--- src/hw/rtl/svt_pkg.sv ---
// shared types and operation codes for the sorted value table
`default_nettype none

package svt_pkg;

    localparam int unsigned FUNC_W  = 2;
    localparam int unsigned VALUE_W = 32;
    localparam int unsigned COUNT_W = 6;

    // operation codes carried in the func field
    localparam logic [FUNC_W-1:0] FUNC_INSERT = 2'd0;
    localparam logic [FUNC_W-1:0] FUNC_REMOVE = 2'd1;
    localparam logic [FUNC_W-1:0] FUNC_CLEAR  = 2'd2;

    // commit strobes broadcast to every cell
    typedef struct packed {
        logic ins_en;
        logic rem_en;
    } t_cell_ctrl;

    // what one cell hands to its right-hand neighbor
    typedef struct packed {
        logic signed [VALUE_W-1:0] value;
        logic                      le;
        logic                      lt;
    } t_cell_link;

endpackage

`default_nettype wire

--- src/hw/rtl/svt_cell.sv ---
// one storage cell of the sorted chain: compare against the key and shift
`default_nettype none

module svt_cell
    import svt_pkg::*;
#(
    parameter int unsigned IDX   = 0,
    parameter int unsigned CNT_W = 6
) (
    input  wire logic                      i_clk,
    input  wire t_cell_ctrl                i_ctrl,
    input  wire logic [CNT_W-1:0]          i_count,
    input  wire logic signed [VALUE_W-1:0] i_key,
    input  wire t_cell_link                i_left,
    input  wire logic signed [VALUE_W-1:0] i_right_value,
    output t_cell_link                     o_link,
    output logic                           o_hit
);

    logic signed [VALUE_W-1:0] r_value;
    logic signed [VALUE_W-1:0] n_value;
    logic                      w_occ;
    logic                      w_le;
    logic                      w_lt;

    assign w_occ = CNT_W'(IDX) < i_count;
    assign w_le  = w_occ && (r_value <= i_key);
    assign w_lt  = w_occ && (r_value <  i_key);

    // first copy of the key sits where the less-than run ends
    assign o_hit = w_occ && (r_value == i_key) && i_left.lt;

    assign o_link.value = r_value;
    assign o_link.le    = w_le;
    assign o_link.lt    = w_lt;

    always_comb begin
        priority if (i_ctrl.ins_en && !w_le) begin
            // new key lands at the boundary, everything past it moves right
            n_value = i_left.le ? i_key : i_left.value;
        end else if (i_ctrl.rem_en && !w_lt) begin
            n_value = i_right_value;
        end else begin
            n_value = r_value;
        end
    end

    always_ff @(posedge i_clk) begin
        r_value <= n_value;
    end

endmodule

`default_nettype wire

--- src/hw/rtl/sorted_value_table_core.sv ---
// top level of the sorted value table: control, cell chain and result register
//
//  channel | direction | handshake               | payload
//  --------+-----------+-------------------------+---------------------------------
//  in      | input     | i_in_valid / o_in_ready | i_func, i_value
//  out     | output    | o_out_valid/i_out_ready | o_ok, o_head_value, o_tail_value,
//          |           |                         | o_count, o_full_res
//
// every beat passes through the states accept, evaluate (find the first matching cell),
// commit (all cells shift at once), report (result into the output register)
// the report cycle waits while a previous result has not been taken
// reset clears the entry count and the control state; cell contents need none
// a clear only zeroes the count, cells at or past the count are never looked at
`default_nettype none

module sorted_value_table_core
    import svt_pkg::*;
#(
    parameter int unsigned CAPACITY = 32
) (
    input  wire logic                      i_clk,
    input  wire logic                      i_rst_n,
    input  wire logic                      i_in_valid,
    output logic                           o_in_ready,
    input  wire logic [FUNC_W-1:0]         i_func,
    input  wire logic signed [VALUE_W-1:0] i_value,
    output logic                           o_out_valid,
    input  wire logic                      i_out_ready,
    output logic                           o_ok,
    output logic signed [VALUE_W-1:0]      o_head_value,
    output logic signed [VALUE_W-1:0]      o_tail_value,
    output logic [COUNT_W-1:0]             o_count,
    output logic                           o_full_res
);

    localparam int unsigned CNT_W = $clog2(CAPACITY + 1);
    localparam int unsigned IDX_W = $clog2(CAPACITY);

    typedef enum logic [1:0] {
        S_IDLE,
        S_EVAL,
        S_COMMIT,
        S_REPORT
    } t_state;

    t_state                    r_state;
    logic [FUNC_W-1:0]         r_func;
    logic signed [VALUE_W-1:0] r_value;
    logic [CNT_W-1:0]          r_count;
    logic                      r_found;
    logic                      r_ok;

    logic                      r_out_valid;
    logic                      r_out_ok;
    logic signed [VALUE_W-1:0] r_out_head;
    logic signed [VALUE_W-1:0] r_out_tail;
    logic [COUNT_W-1:0]        r_out_count;
    logic                      r_out_full;

    t_cell_ctrl                w_ctrl;
    t_cell_link                w_link [CAPACITY];
    t_cell_link                w_edge;
    logic [CAPACITY-1:0]       w_hit;
    logic                      w_has_room;
    logic [CNT_W-1:0]          w_last;
    logic signed [VALUE_W-1:0] w_tail;
    logic [CNT_W+COUNT_W-1:0]  w_cnt_ext;
    logic                      w_in_beat;
    logic                      w_out_free;

    assign w_in_beat  = i_in_valid && o_in_ready;
    assign w_out_free = !r_out_valid || i_out_ready;
    assign w_has_room = r_count < CNT_W'(CAPACITY);

    // commit strobes only live during the commit cycle
    assign w_ctrl.ins_en = (r_state == S_COMMIT) && (r_func == FUNC_INSERT) && w_has_room;
    assign w_ctrl.rem_en = (r_state == S_COMMIT) && (r_func == FUNC_REMOVE) && r_found;

    // left edge of the chain looks like an endless run of smaller values
    assign w_edge.value = r_value;
    assign w_edge.le    = 1'b1;
    assign w_edge.lt    = 1'b1;

    for (genvar g = 0; g < CAPACITY; g++) begin : g_cell
        svt_cell #(
            .IDX   (g),
            .CNT_W (CNT_W)
        ) u_cell (
            .i_clk         (i_clk),
            .i_ctrl        (w_ctrl),
            .i_count       (r_count),
            .i_key         (r_value),
            .i_left        ((g == 0) ? w_edge : w_link[(g == 0) ? 0 : g - 1]),
            .i_right_value (w_link[(g == CAPACITY - 1) ? g : g + 1].value),
            .o_link        (w_link[g]),
            .o_hit         (w_hit[g])
        );
    end

    // largest entry sits in the last occupied cell
    assign w_last    = r_count - 1'b1;
    assign w_tail    = w_link[w_last[IDX_W-1:0]].value;
    assign w_cnt_ext = (CNT_W + COUNT_W)'(r_count);

    always_ff @(posedge i_clk) begin
        if (!i_rst_n) begin
            r_state     <= S_IDLE;
            r_count     <= '0;
            r_found     <= 1'b0;
            r_ok        <= 1'b0;
            r_out_valid <= 1'b0;
        end else begin
            // the report cycle reloads the output register itself
            if (r_out_valid && i_out_ready && r_state != S_REPORT) begin
                r_out_valid <= 1'b0;
            end
            unique case (r_state)
                S_IDLE: begin
                    if (w_in_beat) begin
                        r_func  <= i_func;
                        r_value <= i_value;
                        r_state <= S_EVAL;
                    end
                end
                S_EVAL: begin
                    r_found <= |w_hit;
                    r_state <= S_COMMIT;
                end
                S_COMMIT: begin
                    unique case (r_func)
                        FUNC_INSERT: begin
                            if (w_has_room) begin
                                r_count <= r_count + 1'b1;
                                r_ok    <= 1'b1;
                            end else begin
                                r_ok    <= 1'b0;
                            end
                        end
                        FUNC_REMOVE: begin
                            if (r_found) begin
                                r_count <= r_count - 1'b1;
                                r_ok    <= 1'b1;
                            end else begin
                                r_ok    <= 1'b0;
                            end
                        end
                        FUNC_CLEAR: begin
                            r_count <= '0;
                            r_ok    <= 1'b1;
                        end
                        default: begin
                            r_ok <= 1'b0;
                        end
                    endcase
                    r_state <= S_REPORT;
                end
                S_REPORT: begin
                    if (w_out_free) begin
                        r_out_valid <= 1'b1;
                        r_out_ok    <= r_ok;
                        r_out_head  <= (r_count == '0) ? '0 : w_link[0].value;
                        r_out_tail  <= (r_count == '0) ? '0 : w_tail;
                        r_out_count <= w_cnt_ext[COUNT_W-1:0];
                        r_out_full  <= r_count == CNT_W'(CAPACITY);
                        r_state     <= S_IDLE;
                    end
                end
                default: begin
                    r_state <= S_IDLE;
                end
            endcase
        end
    end

    assign o_in_ready   = r_state == S_IDLE;
    assign o_out_valid  = r_out_valid;
    assign o_ok         = r_out_ok;
    assign o_head_value = r_out_head;
    assign o_tail_value = r_out_tail;
    assign o_count      = r_out_count;
    assign o_full_res   = r_out_full;

    a_count_bound: assert property (@(posedge i_clk) disable iff (!i_rst_n)
        r_count <= CNT_W'(CAPACITY))
        else $error("entry count above capacity");

    a_count_step: assert property (@(posedge i_clk) disable iff (!i_rst_n)
        (r_state == S_COMMIT && r_func != FUNC_CLEAR) |=>
        (r_count == $past(r_count) || r_count == $past(r_count) + 1'b1 ||
         r_count == $past(r_count) - 1'b1))
        else $error("count moved by more than one entry");

    a_remove_drops: assert property (@(posedge i_clk) disable iff (!i_rst_n)
        (r_state == S_COMMIT && r_func == FUNC_REMOVE && r_found) |=>
        (r_ok && r_count == $past(r_count) - 1'b1))
        else $error("successful removal did not drop one entry");

    a_empty_zero: assert property (@(posedge i_clk) disable iff (!i_rst_n)
        (r_out_valid && r_out_count == '0 && !r_out_full) |->
        (r_out_head == '0 && r_out_tail == '0))
        else $error("empty table reported nonzero head or tail");

    a_order: assert property (@(posedge i_clk) disable iff (!i_rst_n)
        (r_out_valid && $rose(r_out_valid) && r_out_count != '0) |->
        (r_out_head <= r_out_tail))
        else $error("head above tail");

endmodule

`default_nettype wire
--- config.mk ---
export PLATFORM = sky130hd
export DESIGN_NAME = sorted_value_table_core
export DESIGN_NICKNAME = d
export VERILOG_FILES = /design/src/hw/rtl/svt_pkg.sv /design/src/hw/rtl/svt_cell.sv /design/src/hw/rtl/sorted_value_table_core.sv
export SDC_FILE = /design/constraint.sdc
export NUM_CORES = 2
export LEC_CHECK = 0
export BUFFER_PORTS_ARGS = -buffer_cell sky130_fd_sc_hd__buf_4
export CAP_MARGIN = 20
export CORE_MARGIN = 4
export CORE_UTILIZATION = 40
export DETAILED_ROUTE_END_ITERATION = 6
export GPL_TIMING_DRIVEN = 1
export PLACE_DENSITY_LB_ADDON = 0.05
export SLEW_MARGIN = 20
export SYNTH_ARGS = -nofsm -noshare
export SYNTH_HDL_FRONTEND = slang
export SYNTH_SLANG_ARGS = --single-unit
--- constraint.sdc ---
create_clock -name i_clk -period 5.8 [get_ports i_clk]
set_input_delay 1.16 -clock i_clk [delete_from_list [all_inputs] [get_ports i_clk]]
set_output_delay 1.16 -clock i_clk [all_outputs]
set_load 0.05 [all_outputs]
## Word-level counts from Yosys, hierarchy flattened

Cells that the tools add are included.

- Input port bits: 38
- Register bits after elaboration: 1,141

- Mux-type cells: 108
- Order comparisons: 98
- Equal/unequal tests: 43
- Add/subtract/negate cells: 2
- Bitwise logic cells: 1
- Reduce and logical (&&, ||, !) cells: 302

Operator list:

| operator | number |
|---|---|
| 32-bit two-way mux | 93 |
| 32-bit == test | 32 |
| 32-bit less-or-equal comparator | 32 |
| 32-bit < comparator | 32 |
| 1-bit logical AND | 197 |
| 34-bit binary-select mux with 5-bit select | 1 |
| 5-bit by 6-bit < comparator with 1-bit output (first input constant) | 16 |
| 34-bit two-way mux | 2 |
| 1-bit zero test | 64 |
| 2-bit nonzero test | 31 |
| 4-bit by 6-bit < comparator with 1-bit output (first input constant) | 8 |
| 32-bit OR reduction | 1 |
| 3-bit by 6-bit < comparator with 1-bit output (first input constant) | 4 |
| 6-bit case mux with 3 select lines | 1 |
| 1-bit by 6-bit < comparator with 1-bit output (first input constant) | 2 |
| 2-bit by 6-bit < comparator with 1-bit output (first input constant) | 2 |
| 6-bit two-way mux | 2 |
| 2-bit inequality test (second input constant) | 4 |
| 2-bit case mux with 4 select lines | 1 |
| 6-bit by 1-bit adder with 6-bit output (second input constant) | 1 |
| 2-bit == test (second input constant) | 3 |
| 6-bit == test (second input constant) | 1 |
| 6-bit greater-or-equal comparator (second input constant) | 1 |
| 6-bit zero test | 1 |
| 14 further kinds | 22 |

## Longest topological paths before layout

- Word-level depth: 6
- Gate-level depth with buffers: 16
- Mapped depth without buffers: 13

## Cells and area by module

Synthesis repeated with hierarchy kept, for this count alone.

- Cells, all modules: 8,552
- Area, all modules: 101,593.7 µm²

Modules (own cells, without submodules):

| module | instances | area an instance (µm²) | seq. area each (µm²) | cells each |
|---|---|---|---|---|
| sorted_value_table_core | 1 | 12,996.2 | 3,403.3 | 1,030 |
| svt_cell at g_cell[29].u_cell ... | 2 | 2,773.9 | 960.9 | 233 |
| svt_cell at g_cell[27].u_cell ... | 2 | 2,771.4 | 960.9 | 233 |
| svt_cell at g_cell[23].u_cell ... | 2 | 2,767.7 | 960.9 | 233 |
| svt_cell at g_cell[13].u_cell | 1 | 2,827.7 | 960.9 | 237 |
| svt_cell at g_cell[26].u_cell | 1 | 2,822.7 | 960.9 | 239 |
| svt_cell at g_cell[21].u_cell | 1 | 2,815.2 | 960.9 | 234 |
| svt_cell at g_cell[25].u_cell | 1 | 2,810.2 | 960.9 | 238 |
| svt_cell at g_cell[19].u_cell | 1 | 2,807.7 | 960.9 | 238 |
| svt_cell at g_cell[6].u_cell | 1 | 2,805.2 | 960.9 | 237 |
| svt_cell at g_cell[22].u_cell | 1 | 2,798.9 | 960.9 | 235 |
| svt_cell at g_cell[10].u_cell | 1 | 2,796.4 | 960.9 | 234 |
| svt_cell at g_cell[20].u_cell | 1 | 2,791.4 | 960.9 | 235 |
| svt_cell at g_cell[2].u_cell | 1 | 2,787.7 | 960.9 | 237 |
| 16 more rows | n/a | n/a | n/a | n/a |

## Least setup slack after synthesis

OpenSTA, ideal clock, no wires.

- Path kind: register to register
- Start point: register r_value[14]
- End point: register g_cell[23].u_cell.r_value[0], enable pin
- Path slack: 0.178 ns
- Path buffers: 0
- Cell stages (with the launch flop): 11
- Required time: 5.334 ns
- Arrival time: 5.156 ns
- Period minus slack after synthesis: 5.622 ns
- Path through: edfxtp_1 inv_1 ha_1 a21oi_1 nand2_1 a221o_1 o311a_1 a211oi_1 xor2_1 nor2_1 o21ai_0

- Word-level cells in the longest chain between the ends: 5
- Elaborated cells between the ends (all ways): 9

RTL lines:

| what | RTL line | source |
|---|---|---|
| from (decl) | sorted_value_table_core.sv:48 | `logic signed [VALUE_W-1:0] r_value;` |
| from (signal assigned) | sorted_value_table_core.sv:121 | `r_value <= i_value;` |
| 32-bit < comparator / 32-bit less-or-equal comparator (equally long branches) | svt_cell.sv:28, svt_cell.sv:27 |  |
| 1-bit logical AND, on equally long branches | svt_cell.sv:28, svt_cell.sv:27 |  |
| 1-bit zero test, on equally long branches | svt_cell.sv:41, svt_cell.sv:38 |  |
| 1-bit logical AND, on equally long branches | svt_cell.sv:41, svt_cell.sv:38 |  |
| 2-bit nonzero test (no line) (*) | n/a |  |
| to (signal assigned) | svt_cell.sv:49 | `r_value <= n_value;` |
| to (decl) | svt_cell.sv:20 | `logic signed [VALUE_W-1:0] r_value;` |

Mark *: on every way between the ends. The rest lies on a longest branch, timed or not.
A chain may end at the register's enable or synchronous reset.

## Worst setup path after layout

- Start point: register r_value[12]
- End point: register g_cell[24].u_cell.r_value[30], enable pin

- Word-level cells in the longest chain between the ends: 5
- Elaborated cells between the ends (all ways): 9

RTL lines:

| what | RTL line |
|---|---|
| 32-bit < comparator / 32-bit less-or-equal comparator (equally long branches) | svt_cell.sv:28, svt_cell.sv:27 |
| 1-bit logical AND, on equally long branches | svt_cell.sv:28, svt_cell.sv:27 |
| 1-bit zero test, on equally long branches | svt_cell.sv:41, svt_cell.sv:38 |
| 1-bit logical AND, on equally long branches | svt_cell.sv:41, svt_cell.sv:38 |
| 2-bit nonzero test (no line) (*) | n/a |
| to (signal assigned) | svt_cell.sv:49 |
| to (decl) | svt_cell.sv:20 |

Marks and branches as above.

==> flow_metrics.env <==
export IMPL_chipHeight_um=473
export IMPL_synth_edf_count=1130
export IMPL_critical_path_required_ns=6.36
export IMPL_achievable_freq_ghz=0.182
export IMPL_remaining_drc_errors=0
export IMPL_synth_cell_area_mm2=0.0864
export IMPL_worst_hold_path_type="reg -> reg"
export IMPL_area_delta_synth_final_pct=11.9
export IMPL_syn_inst=8084
export IMPL_synth_area_per_cell_um2=10.7
export IMPL_cts_root_to_sink_buffers=3
export IMPL_ff2ff_path_depth=17
export IMPL_drt_wirelength_per_cell_um=28.7
export IMPL_pin_count_of_the_biggest_net_entering_global_routing=129
export IMPL_r2r_start="r_value[12]"
export IMPL_final_nets=9135
export IMPL_min_path_cells=0
export IMPL_sequential_cell_area_mm2=0.0342
export IMPL_htree_num_levels=4
export IMPL_criticalPathCategory="reg -> reg"
export IMPL_synth_cell_types=79
export IMPL_worstPathMaxFanout=33
export IMPL_cts_root_buf="sky130_fd_sc_hd__clkbuf_16"
export IMPL_rsz0062_at_grt="no"
export IMPL_stdcell_area_mm2=0.0967
export IMPL_cts_repair_timing_setup_buffer_count=0
export IMPL_global_route_usage_total_pct=27.7
export IMPL_grt_antenna_before_repair=12
export IMPL_first_global_vias=64500
export IMPL_top_level_ports=112
export IMPL_leakagePower_nw=37.4
export IMPL_clk_latency_ns=0.83
export IMPL_gp_congestion=0.957
export IMPL_crit_path_start="r_value[12]"
export IMPL_num_fill_cells=20200
export IMPL_final_period_utilization_pct=94.6
export IMPL_yosys_cell_count_top_type="sky130_fd_sc_hd__edfxtp_1"
export IMPL_design_die_area_mm2=0.223
export IMPL_cts_tree="yes"
export IMPL_grt_pass1_wl_mm=462
export IMPL_final_core_utilization_pct=45.0
export IMPL_synth_main_ff_cell="sky130_fd_sc_hd__edfxtp_1"
export IMPL_number_of_buffers_inserted_by_hold_repair_at_cts=0
export IMPL_worstPathArrival_ns=6.04
export IMPL_detailed_place_hpwl_mm=244
export IMPL_worst_ir_drop_vdd_uv=364
export IMPL_placeableCoreArea_mm2=0.215
export IMPL_clkSlewWorstSetupHoldPaths_ns=0.06
export IMPL_crit_path_start_kind="flop"
export IMPL_drt_antenna_violating_nets=0
export IMPL_synth_top_cell_by_area="sky130_fd_sc_hd__edfxtp_1"
export IMPL_numCtsBuffers=150
export IMPL_die_w_um=473
export IMPL_clock_skew_final_ns=0.0317
export IMPL_post_route_worst_setup_slack_ns=0.314
export IMPL_post_route_cells_drive_above_1_share_pct=13.5
export IMPL_setup_violations_final=0
export IMPL_rows=170
export IMPL_tns_ns=0
export IMPL_postSynthNetCount=9126
export IMPL_yosys_top_cells_count="sky130_fd_sc_hd__edfxtp_1 (1130), sky130_fd_sc_hd__ha_1 (1004), sky130_fd_sc_hd__nand2_1 (904)"
export IMPL_min_delay_start="r_ok"
export IMPL_timing_hold_worst_endpoint="o_ok"
export IMPL_max_slew_vio_count=0
export IMPL_synth_yosys_warnings=0
export IMPL_max_slew_margin_rel_pct=11.9
export IMPL_ys_seq_elements=1141
export IMPL_r2r_slack_ns=0.31
export IMPL_globalRoute_totalOverflow=0
export IMPL_synth_top_cell_area_share_pct=39.3
export IMPL_asyncSetResetFlopFracSynth_pct=0
export IMPL_timing_max_cap_violations=0
export IMPL_status="finished clean"
export IMPL_netlist_top_cells_area="sky130_fd_sc_hd__edfxtp_1 (39%), sky130_fd_sc_hd__ha_1 (15%), sky130_fd_sc_hd__mux2i_1 (10%)"
export IMPL_detailed_place_area_mm2=0.0916
export IMPL_r2r_end="g_cell[24].u_cell.r_value[30]"
export IMPL_tightest_slew_ns=1.31
export IMPL_dr_pass1_iterations=6
export IMPL_vias_per_cell=6.09
export IMPL_detailroute_via_count=67300
export IMPL_multiInputGateArea_mm2=0.0503
export IMPL_clock_sinks=1141
export IMPL_floorplan_initialDensity_pct=40.3
export IMPL_dp_worst_setup_slack_ns=0.215
export IMPL_numPortBuffers=111
export IMPL_power_per_cell_area_mw_per_mm2=347
export IMPL_ys_seq_area_share_pct=39.5
export IMPL_layout_min_cycle_time_ns=5.49
export IMPL_report_final_hold_viol_count=0
export IMPL_drt_wl_total_mm=317
export IMPL_initialDrtViolationCount=6741
export IMPL_critical_path_endpoint_type="flop"
-- what timing repair did --
item / CTS / global route
setup endpoints to repair: 0 / 1
endpoints found under the hold margin: 0 / 0
gates resized for setup: 0 / 1
-- report_power, final --
| group | leakage, nW | switching [W] | total (W) | internal (W) |
|---|---|---|---|---|
| clock network | 2.45 | 0.00404 | 0.00971 | 0.00567 |
| registers | 10.3 | 0.000853 | 0.0112 | 0.0103 |
| logic | 24.7 | 0.00793 | 0.0126 | 0.00470 |
| total | 37.4 | 0.0128 | 0.0335 | 0.0207 |
-- cell type report --
cell class | count | share of cell area (%)
multi-input cells | 6325 | 52.1
diodes | 3 | 0.00777
inverters | 92 | 0.357
well taps | 2838 | 3.67
clock buffers | 185 | 4.24
repair buffers | 383 | 3.41
flip-flops and latches | 1141 | 35.3
clock inverters | 88 | 0.900
-- per-layer routing --
layer | global-route usage, % | up-vias | part of all wire (%)
met4 | 8.83 | 2 | 3.4
met3 | 3.73 | 340 | 5.9
li1 | - | 31100 | -
met1 | 42.1 | 33800 | 48
met2 | 40.7 | 2049 | 43
met5 | 0 | - | 0.0041
-- cells by family (layout without fill, tap and decap cells) --
family	count (synthesis)	after routing	synth area share [%]
muxes	1234	1234	19.0
adders and majority gates	1004	1004	14.5
and+or+nand+nor	2042	2042	10.5
AOI/OAI and AO/OA	1986	1986	13.0
buffers and inverters	618	748	2.91
xor gates and xnor gates	59	59	0.598
other	0	3	0
DFF	1141	1141	39.5
-- registers in the layout, indices dropped and copies added, names as in the netlist, 2 cells and up --
name                   flops
o_tail_value              32
r_count                    6
g_cell.u_cell.r_value   1024
r_value                   32
r_func                     2
r_state                    2
o_count                    6
o_head_value              32
-- critical path, stage by stage, from the launching register on --
cell and delay (ns):
sky130_fd_sc_hd__edfxtp_1 0.40, sky130_fd_sc_hd__inv_1 0.24, sky130_fd_sc_hd__buf_4 0.28, sky130_fd_sc_hd__buf_4 0.19, sky130_fd_sc_hd__ha_1 0.24, sky130_fd_sc_hd__nand4_1 0.25, sky130_fd_sc_hd__nor4_2 0.09, sky130_fd_sc_hd__buf_4 0.19
sky130_fd_sc_hd__a21boi_0 0.16, sky130_fd_sc_hd__or4_1 0.68, sky130_fd_sc_hd__a221oi_1 0.32, sky130_fd_sc_hd__o21ai_0 0.13, sky130_fd_sc_hd__a21oi_1 0.66, sky130_fd_sc_hd__nor2b_4 0.05, sky130_fd_sc_hd__buf_4 0.34, sky130_fd_sc_hd__and2_2 0.32
sky130_fd_sc_hd__o21bai_4 0.33, sky130_fd_sc_hd__buf_16 0.27
-- through the flow --
stage / hold slack [ns] / instances / total power (W)
floorplan: 0.403 / 8084 / 0.0190
global placement: 0.438 / 10800 / 0.0236
detailed placement: 0.421 / 10800 / 0.0239
CTS: 0.434 / 11100 / 0.0337
global route: 0.458 / 11100 / 0.0352
finish: 0.442 / 11100 / 0.0335
-- cell usage in the layout, fill, tap and decap left out, types with 157 or more instances in the layout --
master and n:
sky130_fd_sc_hd__edfxtp_1 1130, sky130_fd_sc_hd__ha_1 1003, sky130_fd_sc_hd__nand4_1 196, sky130_fd_sc_hd__buf_4 353, sky130_fd_sc_hd__mux4_2 320, sky130_fd_sc_hd__nand2_1 894
sky130_fd_sc_hd__mux2i_1 881, sky130_fd_sc_hd__o21ai_0 694, sky130_fd_sc_hd__a21o_1 167, sky130_fd_sc_hd__nor2_1 567, sky130_fd_sc_hd__clkbuf_16 157, sky130_fd_sc_hd__a21oi_1 813
-- worst max path at each step --
stage	depth (start not counted)	to
floorplan	10	g_cell[23].u_cell.r_value[0]
global placement	15	g_cell[24].u_cell.r_value[26]
detailed placement	14	g_cell[6].u_cell.r_value[8]
CTS	16	g_cell[6].u_cell.r_value[11]
global route	17	g_cell[24].u_cell.r_value[31]
finish	17	g_cell[24].u_cell.r_value[30]
No activity file was read; power rests on OpenSTA's default activity.
